<file path="src/design/smrb_pkg.sv">
`timescale 1ns / 1ps
`default_nettype none
package smrb_pkg;

  localparam int unsigned SEQ_W            = 8;
  localparam int unsigned SEQ_WINDOW       = 255 / 2;
  localparam int unsigned BUFFER_DEPTH_DEF = 16;
  localparam int unsigned PAYLOAD_BITS_DEF = 16;
  localparam int unsigned RESULT_CAP       = 16;
  localparam int unsigned CAP_W            = $clog2(RESULT_CAP + 1);
  localparam int unsigned STATUS_W         = 3;

  typedef enum logic [STATUS_W-1:0] {
    STAT_ACCEPTED  = 3'd0,
    STAT_STALE     = 3'd1,
    STAT_DUPLICATE = 3'd2,
    STAT_FULL      = 3'd3,
    STAT_ZERO      = 3'd4
  } status_t;

  typedef enum logic [2:0] {
    ST_IDLE,
    ST_CHECK,
    ST_DUP,
    ST_DRAIN_GO,
    ST_DRAIN,
    ST_FLUSH
  } state_t;

  typedef struct packed {
    logic done;
    logic hit;
    logic free_found;
  } scan_res_t;

endpackage
`default_nettype wire

</file>
<file path="src/design/smrb_ram.sv">
`timescale 1ns / 1ps
`default_nettype none
module smrb_ram #(
  parameter int WIDTH = 24,
  parameter int DEPTH = 16
) (
  input  logic                     clk,
  input  logic                     we,
  input  logic [$clog2(DEPTH)-1:0] waddr,
  input  logic [WIDTH-1:0]         wdata,
  input  logic [$clog2(DEPTH)-1:0] raddr,
  output logic [WIDTH-1:0]         rdata
);

  logic [WIDTH-1:0] mem [DEPTH];

  always_ff @(posedge clk) begin
    if (we) begin
      mem[waddr] <= wdata;
    end
    rdata <= mem[raddr];
  end

endmodule
`default_nettype wire

</file>
<file path="src/design/smrb_scan.sv">
`timescale 1ns / 1ps
`default_nettype none
module smrb_scan #(
  parameter int BUFFER_DEPTH = smrb_pkg::BUFFER_DEPTH_DEF
) (
  input  logic                            clk,
  input  logic                            rst,
  input  logic                            go,
  input  logic [smrb_pkg::SEQ_W-1:0]      key,
  input  logic [BUFFER_DEPTH-1:0]         slot_valid,
  output logic [$clog2(BUFFER_DEPTH)-1:0] raddr,
  input  logic [smrb_pkg::SEQ_W-1:0]      rd_seq,
  output smrb_pkg::scan_res_t             res,
  output logic [$clog2(BUFFER_DEPTH)-1:0] hit_idx,
  output logic [$clog2(BUFFER_DEPTH)-1:0] free_idx
);

  import smrb_pkg::*;

  localparam int IW = $clog2(BUFFER_DEPTH);
  localparam logic [IW-1:0] LAST_IDX = IW'(BUFFER_DEPTH - 1);

  logic          issue_act;
  logic [IW-1:0] issue_cnt;
  logic          cmp_act;
  logic [IW-1:0] cmp_idx;
  logic          free_found_r;
  logic [IW-1:0] free_idx_r;
  logic          match;
  logic          free_here;
  logic          done;

  assign raddr     = issue_cnt;
  assign match     = cmp_act && slot_valid[cmp_idx] && (rd_seq == key);
  assign free_here = cmp_act && !slot_valid[cmp_idx];
  assign done      = cmp_act && (match || (cmp_idx == LAST_IDX));

  assign res.done       = done;
  assign res.hit        = match;
  assign res.free_found = free_found_r || free_here;
  assign hit_idx        = cmp_idx;
  assign free_idx       = free_found_r ? free_idx_r : cmp_idx;

  always_ff @(posedge clk) begin
    if (rst) begin
      issue_act    <= 1'b0;
      issue_cnt    <= '0;
      cmp_act      <= 1'b0;
      cmp_idx      <= '0;
      free_found_r <= 1'b0;
      free_idx_r   <= '0;
    end else if (go) begin
      issue_act    <= 1'b1;
      issue_cnt    <= '0;
      cmp_act      <= 1'b0;
      free_found_r <= 1'b0;
    end else begin
      if (free_here && !free_found_r) begin
        free_found_r <= 1'b1;
        free_idx_r   <= cmp_idx;
      end
      if (done) begin
        issue_act <= 1'b0;
        cmp_act   <= 1'b0;
      end else if (issue_act) begin
        cmp_act <= 1'b1;
        cmp_idx <= issue_cnt;
        if (issue_cnt == LAST_IDX) begin
          issue_act <= 1'b0;
        end else begin
          issue_cnt <= issue_cnt + 1'b1;
        end
      end else begin
        cmp_act <= 1'b0;
      end
    end
  end

endmodule
`default_nettype wire

</file>
<file path="src/design/sequenced_message_reorder_buffer.sv">
`timescale 1ns / 1ps
`default_nettype none
// Channel   Handshake                 Payload
// ------    ------------------------  -------------------------------------------
// input     start, busy (beat when    seq_id, payload_tag
//           start && !busy)
// result    result_strobe (1 cycle)   released, out_seq_id, out_payload_tag,
//                                     arrival_status, last
//
// A zero or stale id is judged in ST_CHECK, which registers its result. Otherwise a slot
// scan checks for duplicates and finds a free slot, then each release and a closing
// scan that finds no match take one slot scan each, one slot compare per cycle; after
// RESULT_CAP releases the ST_FLUSH state replaces the closing scan. Busy drops in the
// cycle the final result is shown.
// Reset clears the valid bits and sets the expected number to 1; the receiver cannot stall.
module sequenced_message_reorder_buffer #(
  parameter int BUFFER_DEPTH = smrb_pkg::BUFFER_DEPTH_DEF,
  parameter int PAYLOAD_BITS = smrb_pkg::PAYLOAD_BITS_DEF
) (
  input  logic                          clk,
  input  logic                          rst,
  input  logic                          start,
  output logic                          busy,
  input  logic [smrb_pkg::SEQ_W-1:0]    seq_id,
  input  logic [PAYLOAD_BITS-1:0]       payload_tag,
  output logic                          result_strobe,
  output logic                          released,
  output logic [smrb_pkg::SEQ_W-1:0]    out_seq_id,
  output logic [PAYLOAD_BITS-1:0]       out_payload_tag,
  output logic [smrb_pkg::STATUS_W-1:0] arrival_status,
  output logic                          last
);

  import smrb_pkg::*;

  localparam int IW = $clog2(BUFFER_DEPTH);
  localparam int RW = SEQ_W + PAYLOAD_BITS;
  localparam logic [SEQ_W-1:0] SEQ_MAX = {SEQ_W{1'b1}};

  state_t                  state, state_next;
  logic [SEQ_W-1:0]        seq_r, seq_r_next;
  logic [PAYLOAD_BITS-1:0] pay_r, pay_r_next;
  logic [SEQ_W-1:0]        expected, expected_next;
  logic [BUFFER_DEPTH-1:0] slot_valid, slot_valid_next;
  logic [CAP_W-1:0]        n_rel, n_rel_next;
  logic                    pend_valid, pend_valid_next;
  logic [SEQ_W-1:0]        pend_seq, pend_seq_next;
  logic [PAYLOAD_BITS-1:0] pend_pay, pend_pay_next;

  logic                    strobe_next;
  logic                    released_next;
  logic [SEQ_W-1:0]        out_seq_next;
  logic [PAYLOAD_BITS-1:0] out_pay_next;
  status_t                 status_next;
  logic                    last_next;

  logic                    scan_go;
  logic [SEQ_W-1:0]        scan_key;
  scan_res_t               scan_res;
  logic [IW-1:0]           hit_idx;
  logic [IW-1:0]           free_idx;
  logic [IW-1:0]           raddr;
  logic [RW-1:0]           rdata;
  logic                    ram_we;
  logic [SEQ_W:0]          ahead;

  assign busy     = (state != ST_IDLE);
  assign scan_key = (state == ST_DUP) ? seq_r : expected;
  assign ahead    = (seq_r >= expected) ? ({1'b0, seq_r} - {1'b0, expected})
                  : ({1'b0, seq_r} + {1'b0, SEQ_MAX} - {1'b0, expected});

  smrb_ram #(
    .WIDTH (RW),
    .DEPTH (BUFFER_DEPTH)
  ) u_ram (
    .clk   (clk),
    .we    (ram_we),
    .waddr (free_idx),
    .wdata ({seq_r, pay_r}),
    .raddr (raddr),
    .rdata (rdata)
  );

  smrb_scan #(
    .BUFFER_DEPTH (BUFFER_DEPTH)
  ) u_scan (
    .clk        (clk),
    .rst        (rst),
    .go         (scan_go),
    .key        (scan_key),
    .slot_valid (slot_valid),
    .raddr      (raddr),
    .rd_seq     (rdata[RW-1 -: SEQ_W]),
    .res        (scan_res),
    .hit_idx    (hit_idx),
    .free_idx   (free_idx)
  );

  always_ff @(posedge clk) begin
    if (rst) begin
      state         <= ST_IDLE;
      expected      <= SEQ_W'(1);
      slot_valid    <= '0;
      n_rel         <= '0;
      pend_valid    <= 1'b0;
      result_strobe <= 1'b0;
    end else begin
      state         <= state_next;
      expected      <= expected_next;
      slot_valid    <= slot_valid_next;
      n_rel         <= n_rel_next;
      pend_valid    <= pend_valid_next;
      result_strobe <= strobe_next;
    end
  end

  always_ff @(posedge clk) begin
    seq_r           <= seq_r_next;
    pay_r           <= pay_r_next;
    pend_seq        <= pend_seq_next;
    pend_pay        <= pend_pay_next;
    released        <= released_next;
    out_seq_id      <= out_seq_next;
    out_payload_tag <= out_pay_next;
    arrival_status  <= status_next;
    last            <= last_next;
  end

  always_comb begin
    state_next      = state;
    seq_r_next      = seq_r;
    pay_r_next      = pay_r;
    expected_next   = expected;
    slot_valid_next = slot_valid;
    n_rel_next      = n_rel;
    pend_valid_next = pend_valid;
    pend_seq_next   = pend_seq;
    pend_pay_next   = pend_pay;
    strobe_next     = 1'b0;
    released_next   = 1'b0;
    out_seq_next    = '0;
    out_pay_next    = '0;
    status_next     = STAT_ACCEPTED;
    last_next       = 1'b1;
    scan_go         = 1'b0;
    ram_we          = 1'b0;
    unique case (state)
      ST_IDLE: begin
        if (start) begin
          seq_r_next = seq_id;
          pay_r_next = payload_tag;
          state_next = ST_CHECK;
        end
      end
      ST_CHECK: begin
        if (seq_r == '0) begin
          strobe_next = 1'b1;
          status_next = STAT_ZERO;
          state_next  = ST_IDLE;
        end else if (ahead > (SEQ_W + 1)'(SEQ_WINDOW)) begin
          strobe_next = 1'b1;
          status_next = STAT_STALE;
          state_next  = ST_IDLE;
        end else begin
          scan_go    = 1'b1;
          state_next = ST_DUP;
        end
      end
      ST_DUP: begin
        if (scan_res.done) begin
          if (scan_res.hit) begin
            strobe_next = 1'b1;
            status_next = STAT_DUPLICATE;
            state_next  = ST_IDLE;
          end else if (!scan_res.free_found) begin
            strobe_next = 1'b1;
            status_next = STAT_FULL;
            state_next  = ST_IDLE;
          end else begin
            ram_we                    = 1'b1;
            slot_valid_next[free_idx] = 1'b1;
            n_rel_next                = '0;
            pend_valid_next           = 1'b0;
            state_next                = ST_DRAIN_GO;
          end
        end
      end
      ST_DRAIN_GO: begin
        scan_go    = 1'b1;
        state_next = ST_DRAIN;
      end
      ST_DRAIN: begin
        if (scan_res.done) begin
          if (scan_res.hit) begin
            // hold the hit until the next scan shows whether it is the final beat
            slot_valid_next[hit_idx] = 1'b0;
            expected_next   = (expected == SEQ_MAX) ? SEQ_W'(1) : expected + 1'b1;
            pend_valid_next = 1'b1;
            pend_seq_next   = expected;
            pend_pay_next   = rdata[PAYLOAD_BITS-1:0];
            n_rel_next      = n_rel + 1'b1;
            if (pend_valid) begin
              strobe_next   = 1'b1;
              released_next = 1'b1;
              out_seq_next  = pend_seq;
              out_pay_next  = pend_pay;
              last_next     = 1'b0;
            end
            if (n_rel == CAP_W'(RESULT_CAP - 1)) begin
              state_next = ST_FLUSH;
            end else begin
              state_next = ST_DRAIN_GO;
            end
          end else begin
            strobe_next = 1'b1;
            if (pend_valid) begin
              released_next = 1'b1;
              out_seq_next  = pend_seq;
              out_pay_next  = pend_pay;
            end
            pend_valid_next = 1'b0;
            state_next      = ST_IDLE;
          end
        end
      end
      ST_FLUSH: begin
        strobe_next     = 1'b1;
        released_next   = 1'b1;
        out_seq_next    = pend_seq;
        out_pay_next    = pend_pay;
        pend_valid_next = 1'b0;
        state_next      = ST_IDLE;
      end
      default: begin
        state_next = ST_IDLE;
      end
    endcase
  end

endmodule
`default_nettype wire
</file>
<file path="config.mk">
export PLATFORM = sky130hd
export DESIGN_NAME = sequenced_message_reorder_buffer
export DESIGN_NICKNAME = d
export VERILOG_FILES = /design/src/design/smrb_pkg.sv /design/src/design/smrb_ram.sv /design/src/design/smrb_scan.sv /design/src/design/sequenced_message_reorder_buffer.sv
export SDC_FILE = /design/constraint.sdc
export NUM_CORES = 1
export LEC_CHECK = 0
export BUFFER_PORTS_ARGS = -buffer_cell sky130_fd_sc_hd__buf_4
export CORE_ASPECT_RATIO = 1.4
export CORE_UTILIZATION = 56
export DETAILED_ROUTE_END_ITERATION = 10
export PLACE_DENSITY = 0.78
export SYNTH_ARGS = -nofsm -noshare
export SYNTH_HDL_FRONTEND = slang
export SYNTH_SLANG_ARGS = --single-unit
</file>
<file path="constraint.sdc">
create_clock -name clk -period 4.8 [get_ports clk]
set_input_delay 0.24 -clock clk [delete_from_list [all_inputs] [get_ports clk]]
set_output_delay 0.24 -clock clk [all_outputs]
set_load 0.03 [all_outputs]
</file>
### Yosys cells after proc, flatten, opt, wreduce, memory -nomap -nowiden

Memory sizes are Yosys's and may differ from the RTL's. A register that Yosys moved wholly into a read port is not among the register bits.
Cells that the tools add are included.

| storage, ports and cells | value |
|---|---|
| word-level logic and storage cells | 158 |
| flip-flop bits (word level) | 126 |
| memories kept | 1 |
| input bits | 27 |
| output and inout bits | 31 |
| bits in writable memories | 384 |

Memory list:

| name | words | width | read ports | clocked after Yosys merged registers in | wr ports | line | RTL |
|---|---|---|---|---|---|---|---|
| u_ram.mem | 16 | 24 | 1 | 1 | 1 | smrb_ram.sv:15 | `logic [WIDTH-1:0] mem [DEPTH];` |

| operators by class | value |
|---|---|
| $lt $le $gt $ge | 6 |
| reduce and logical (&&, ||, !) cells | 26 |
| bitwise operators | 6 |
| eq/ne operators | 16 |
| add/sub/neg operators | 6 |
| muxes and demuxes | 76 |

Operators with widths:

| kind | count |
|---|---|
| 16-bit 2-to-1 mux | 7 |
| 16-bit one-hot mux with 2 select lines | 2 |
| 1-bit 2-to-1 mux | 32 |
| 8-bit 2-to-1 mux | 4 |
| 5-bit 2-to-1 mux | 5 |
| 3-bit 2-to-1 mux | 6 |
| 16-bit AND | 1 |
| 16-bit inverter | 1 |
| 16-bit OR | 1 |
| 8-bit one-hot mux with 2 select lines | 1 |
| 3-bit one-hot mux with 5 select lines | 1 |
| 2-bit 2-to-1 mux | 7 |
| 3-bit AND reduction | 4 |
| 4-bit by 5-bit < comparator with 1-bit output, second input constant | 2 |
| 5-bit one-hot mux with 2 select lines | 1 |
| 8-bit by 8-bit adder with 9-bit output, second input constant | 1 |
| 9-bit by 7-bit > comparator with 1-bit output, second input constant | 1 |
| 9-bit 2-to-1 mux | 1 |
| 8-bit by 8-bit subtractor with 9-bit output | 1 |
| 9-bit by 8-bit subtractor with 9-bit output | 1 |
| 8-bit by 1-bit adder with 8-bit output, second input constant | 1 |
| 1-bit demux with 4-bit select | 2 |
| 4-bit equality test, second input constant | 2 |
| 8-bit equality test | 1 |
| other kinds (30) | 50 |

### Longest topological paths before layout

| depth | value |
|---|---|
| depth after elaboration | 11 |
| gate-level depth with buffers | 13 |
| mapped depth without buffers | 11 |

### Cells and area by module

Synthesis repeated with hierarchy kept, for this count alone.

| second synthesis, totals | value |
|---|---|
| cell total of the unflattened synthesis | 1130 |
| area total of the unflattened synthesis | 20359.5 um^2 |

Modules (own cells, without submodules):

| module | area each (um^2) | instances | cells an instance | sequential area each (um^2) |
|---|---|---|---|---|
| smrb_ram | 14930.6 | 1 | 636 | 12011.5 |
| sequenced_message_reorder_buffer | 4449.3 | 1 | 392 | 2702.6 |
| smrb_scan | 979.7 | 1 | 102 | 300.3 |

### Least setup slack after synthesis

No wires, ideal clock.

| timing | value |
|---|---|
| path type | flip-flop to flip-flop |
| start point | reg u_scan.cmp_idx[0] (netlist: u_scan.hit_idx[0]) |
| end point | mem u_ram.mem[5][0] (enable) |
| setup time | 0.435 ns |
| required time | 4.365 ns |
| cell stages (with the launch flop) | 12 |
| setup slack | 0.074 ns |
| arrival time | 4.291 ns |
| period minus slack after synthesis | 4.726 ns |
| buffers on the path | 4 |
| cells stage by stage | dfxtp_1 buf_6 mux4_2 a22o_1 a221oi_4 inv_2 and4_1 buf_6 or4_4 buf_6 buf_2 nor3_1 |

| between the ends | value |
|---|---|
| cells in the longest elaborated chain, start to end | 11 |
| elaborated cells on any way between the ends | 17 |
| classes of those cells | eq/ne (1); mux (9); reduce/logical (7) |

Ends and longest elaborated chain:

| item | line | RTL |
|---|---|---|
| from (decl) | smrb_scan.sv:26 | `logic [IW-1:0] cmp_idx;` |
| from (signal assigned) | smrb_scan.sv:67 | `cmp_idx <= issue_cnt;` |
| 1-bit binary-select mux with 4-bit select | smrb_scan.sv:34, smrb_scan.sv:35 |  |
| 1-bit 2-to-1 mux (not written as such) | smrb_scan.sv:34, smrb_scan.sv:35 |  |
| 1-bit logical NOT | smrb_scan.sv:35 | `assign free_here = cmp_act && !slot_valid[cmp_idx];` |
| 1-bit logical AND | smrb_scan.sv:35 |  |
| 1-bit logical OR | smrb_scan.sv:40 | `assign res.free_found = free_found_r \|\| free_here;` |
| 1-bit 2-to-1 mux | sequenced_message_reorder_buffer.sv:175 | `end else if (!scan_res.free_found) begin` |
| 1-bit 2-to-1 mux | sequenced_message_reorder_buffer.sv:171 | `if (scan_res.hit) begin` |
| 1-bit 2-to-1 mux | sequenced_message_reorder_buffer.sv:170 | `if (scan_res.done) begin` |
| 1-bit 2-to-1 mux | sequenced_message_reorder_buffer.sv:147 | `unique case (state)` |
| 1-bit 2-to-1 mux | smrb_ram.sv:18 | `if (we) begin` |
| 1-bit 2-to-1 mux (not written as such) | smrb_ram.sv:19 | `mem[waddr] <= wdata;` |
| to (decl) | smrb_ram.sv:15 |  |

Several ways; a longest one is shown, not always the timed one. The select of a mux whose other input is x is not followed.

### Final worst setup path

| timing | value |
|---|---|
| start point | reg state[1] |
| end point | mem u_ram.mem[6][18] (enable) |

| between the ends | value |
|---|---|
| cells in the longest elaborated chain, start to end | 10 |
| elaborated cells on any way between the ends | 11 |
| classes of those cells | eq/ne (2); mux (6); reduce/logical (3) |

Ends and longest elaborated chain:

| item | line | RTL |
|---|---|---|
| from (decl) | sequenced_message_reorder_buffer.sv:40 | `state_t state, state_next;` |
| from (signal assigned) | sequenced_message_reorder_buffer.sv:108 | `state <= state_next;` |
| 3-bit by 2-bit equality test with 1-bit output (*) | sequenced_message_reorder_buffer.sv:68, sequenced_message_reorder_buffer.sv:147 |  |
| 8-bit 2-to-1 mux | sequenced_message_reorder_buffer.sv:68 | `assign scan_key = (state == ST_DUP) ? seq_r : expected;` |
| 8-bit equality test | smrb_scan.sv:34 | `assign match = cmp_act && slot_valid[cmp_idx] && (rd_seq == key);` |
| 1-bit logical AND | smrb_scan.sv:34 |  |
| 1-bit logical OR | smrb_scan.sv:36 | `assign done = cmp_act && (match \|\| (cmp_idx == LAST_IDX));` |
| 1-bit logical AND | smrb_scan.sv:36 |  |
| 1-bit 2-to-1 mux | sequenced_message_reorder_buffer.sv:170 |  |
| 1-bit 2-to-1 mux (*) | sequenced_message_reorder_buffer.sv:147 |  |
| 1-bit 2-to-1 mux (*) | smrb_ram.sv:18 |  |
| 1-bit 2-to-1 mux (not written as such) (*) | smrb_ram.sv:19 |  |

Every way passes the cells marked *; elsewhere a longest branch is shown, timed or not.

==> key figures <==
Min path
  • Hold Crit Class: in -> reg
  • Hold Path Cell Cnt: 2

Worst setup path
  • Max FO, Critical Path: 25
  • CP Data Required Time: approximately 5.0 ns
  • Internal reg-to-reg setup slack: around 0.66 ns
  • Reg2Reg Depth: 8
  • CP arrival: 4.36 ns
  • Worst Setup Path Type: reg -> reg
  • CP Launch Point: state[1]$_SDFFE_PP0P_
  • CP endpoint: u_ram.mem[6][18]$_DFFE_PP_
  • RR Startpoint: state[1]$_SDFFE_PP0P_
  • CP endpoint kind: flip-flop
  • Setup crit start kind: flip-flop
  • Reg2reg end: u_ram.mem[6][18]$_DFFE_PP_

Global route
  • Total grt overflow: 0
  • Number of global-route vias before repair: roughly 11,000
  • GRT Util Overall: 0.2369
  • Global-route wire length before repair: 64.92 mm
  • Initial antenna violation count: 0
  • Largest net degree at the start of global routing: 73

Clock tree
  • CTS H-tree lvls: 2
  • Post-CTS setup buffers: 0
  • Worst-path clk slew: approximately 0.060 ns
  • CTS buffer count: 47
  • CTS tree: done
  • Clock tree sinks: ~530
  • CTS max path bufs: 3
  • Clock Latency Late Sink: around 0.57 ns
  • Root Buffer: clkbuf_16

Pwr
  • LEAKAGE: ~7.4 nW
  • VDD IR max: 0.2674 mV
  • Power Density: just over 400 nW/um^2

Yosys
  • YS warnings: 0
  • Post-synth EDFFs: between 400 and 500
  • Most frequent cell after synthesis: edfxtp_1
  • Synth area leaders: edfxtp_1 64%, mux4_2 14%, dfxtp_1 10%
  • Synthesized instance count: 1,089
  • Synth Cell Area: around 20,000 um^2
  • Distinct cell type count after synthesis: 56
  • Top cell type's share of synthesized area: 0.6363
  • Synth async-reset ratio: 0
  • Synth Register Bits: between 500 and 600
  • Seq/Total Area, Yosys: 0.7364
  • Post-synth net total: 1,131
  • Top post-synthesis cells by count: 432 x edfxtp_1, 124 x mux4_2, 102 x dfxtp_1
  • Ys flop type: edfxtp_1
  • Mean Syn Cell Area: around 19 um^2
  • Cell accounting for the most synthesized area: edfxtp_1

Timing
  • Period utilization: 0.8616
  • Max-slew headroom: 0.2198
  • Setup TNS: 0 ns
  • Min Clock Period, post-route: ~4.1 ns
  • Worst Tran Pin Value: approximately 1.2 ns
  • Fmax: between 0.2 and 0.25 GHz
  • Slew Viols, Final: 0
  • Post-route setup slack: 0.6641 ns
  • Final setup fails: 0
  • Unrepaired setup endpoints after global routing: false
  • Max Clock Skew: 0.02631 ns
  • Final Hold Vio Count: 0

Routing
  • Via count: 10,620
  • Routed WL: about 42 mm
  • ANT nets after route: 0
  • DRT iter0 DRCs: around 1,100
  • Drt first pass iters: 6
  • Routed vias/inst: 6.253
  • Wirelength per Cell: between 20 and 25 um
  • Residual DRC count: 0

Layout
  • Total inserted antenna cells: 0
  • Final instance area: approximately 23,000 um^2
  • Share of cells above drive strength 1: 0.2538
  • Layout fillers: 2,292
  • Synthesis-to-layout area growth: 14.16%
  • Layout Cells excl Fill: between 1,500 and 2,000
  • Final #Nets: roughly 1,200
  • Post-layout util: 0.6500

Outcome
  • Outcome: finished, final reports clean

Die
  • Die X-Extent: 163.3 um
  • Initial core utilization: 0.5694
  • # rows: just over 80
  • Die height: approximately 230 um
  • Core area: between 30,000 and 40,000 um^2
  • Ports: 58
  • Die area: about 37,000 um^2

Placement
  • Worst slack at placement: 0.7414 ns
  • Post-DP HPWL: ~26 mm
  • Gpl congestion: just under 0.9
  • PortBufs: 57
  • Placed Cells: ~1,600
  • Dpl cell area: around 22,000 um^2

Flow run
  • Maxcap violations: 0
worst max-delay path, stage by stage (launching register included):
cell	delay, ns
dfxtp_1	0.62
nor3b_2	0.75
mux2i_1	0.16
o211ai_1	0.28
inv_1	0.11
and4_1	0.31
or4_4	0.76
nor3_2	0.43
buf_4	0.37
layout by cell type, fill, tap and decap left out, types with 9 or more instances in the layout:
| cell type | count |
|---|---|
| edfxtp_1 | 432 |
| dlygate4sd3_1 | 24 |
| clkbuf_16 | 47 |
| and2_1 | 28 |
| nor3_2 | 16 |
| mux2i_1 | 12 |
| nor2_1 | 37 |
| nand3_1 | 16 |
| mux4_2 | 124 |
| a21oi_1 | 27 |
| inv_1 | 27 |
| o311ai_0 | 9 |
| buf_4 | 84 |
| o211ai_1 | 11 |
| clkinv_1 | 9 |
| nand2_1 | 43 |
| o31ai_1 | 13 |
| dfxtp_1 | 99 |
| nor3_1 | 14 |
| ha_1 | 13 |
layer usage:
metal	part of all wire	global-route usage	wire, um	up-vias
met1	0.39	0.3219	16680	5445
met5	0	0	0	-
met3	0.065	0.03545	2755	81
met4	0.025	0.07564	1075	0
met2	0.52	0.3947	21810	474
li1	-	-	-	4624
what timing repair did:
action / in CTS / in global routing
endpoints found under the hold margin: 24 / 0
hold buffers: 24 / 0
gates resized for setup: 0 / 0
kinds of logic (layout without fill, tap and decap cells):
| kind of cell | Yosys count | after routing | synth area share |
|---|---|---|---|
| compound gates | 109 | 109 | 0.03811 |
| xor+xnor | 9 | 9 | 0.003866 |
| fa+ha+maj | 15 | 15 | 0.009942 |
| buf+inv | 78 | 226 | 0.01608 |
| flops | 534 | 534 | 0.7364 |
| mux | 136 | 136 | 0.1429 |
| simple gates | 208 | 208 | 0.05272 |
power breakdown:
part           switching [mW]  total, mW  internal (mW)
clock                    1.61       3.64           2.03
sequential              0.152       5.26           5.10
combinational           0.227      0.460          0.233
through the flow:
step	hold slack [ns]	power, mW
final	0.04641	9.359
after global routing	0.03848	9.645
after CTS	0.01321	9.433
after detailed placement	0.3887	5.794
after global placement	0.3875	5.776
after floorplan	0.3389	5.605
cell type report:
type | instances | area, um^2 | area share
flip-flops and latches | 534 | 15020 | 0.6454
multi-input cells | 477 | 5131 | 0.2204
inverters | 28 | 105.1 | 0.004515
repair buffers | 112 | 950.9 | 0.04085
well taps | 462 | 578.1 | 0.02483
clock inverters | 27 | 226.5 | 0.009730
clock buffers | 59 | 1261 | 0.05418
worst min path at each step:
| stage | from | end | slack (ns) |
|---|---|---|---|
| 2_1_floorplan | payload_tag[0] | pay_r[0]$_DFFE_PP_ | 0.34 |
| 3_3_place_gp | u_ram.rdata[8]$_DFF_P_ | pend_pay[8]$_DFFE_PP_ | 0.39 |
| 3_5_place_dp | u_ram.rdata[12]$_DFF_P_ | pend_pay[12]$_DFFE_PP_ | 0.39 |
| 4_1_cts | rst | u_scan.issue_act$_SDFF_PP0_ | 0.01 |
| 5_1_grt | rst | u_scan.issue_act$_SDFF_PP0_ | 0.04 |
| 6_report | rst | u_scan.issue_act$_SDFF_PP0_ | 0.05 |
sequential cells by signal, summed over array words and instances (netlist names):
register	cells
u_ram.mem	384
pend_valid	1
u_ram.rdata	24
pend_seq	8
u_scan.hit_idx	4
released	1
state	3
pend_pay	16
out_seq_id	8
out_payload_tag	16
u_scan.free_idx_r	4
n_rel	5
u_scan.raddr	4
u_scan.issue_act	1
arrival_status	3
u_scan.free_found_r	1
last	1
seq_r	8
expected	8
slot_valid	16
pay_r	16
u_scan.cmp_act	1
result_strobe	1
No activity file was read; power rests on OpenSTA's default activity.
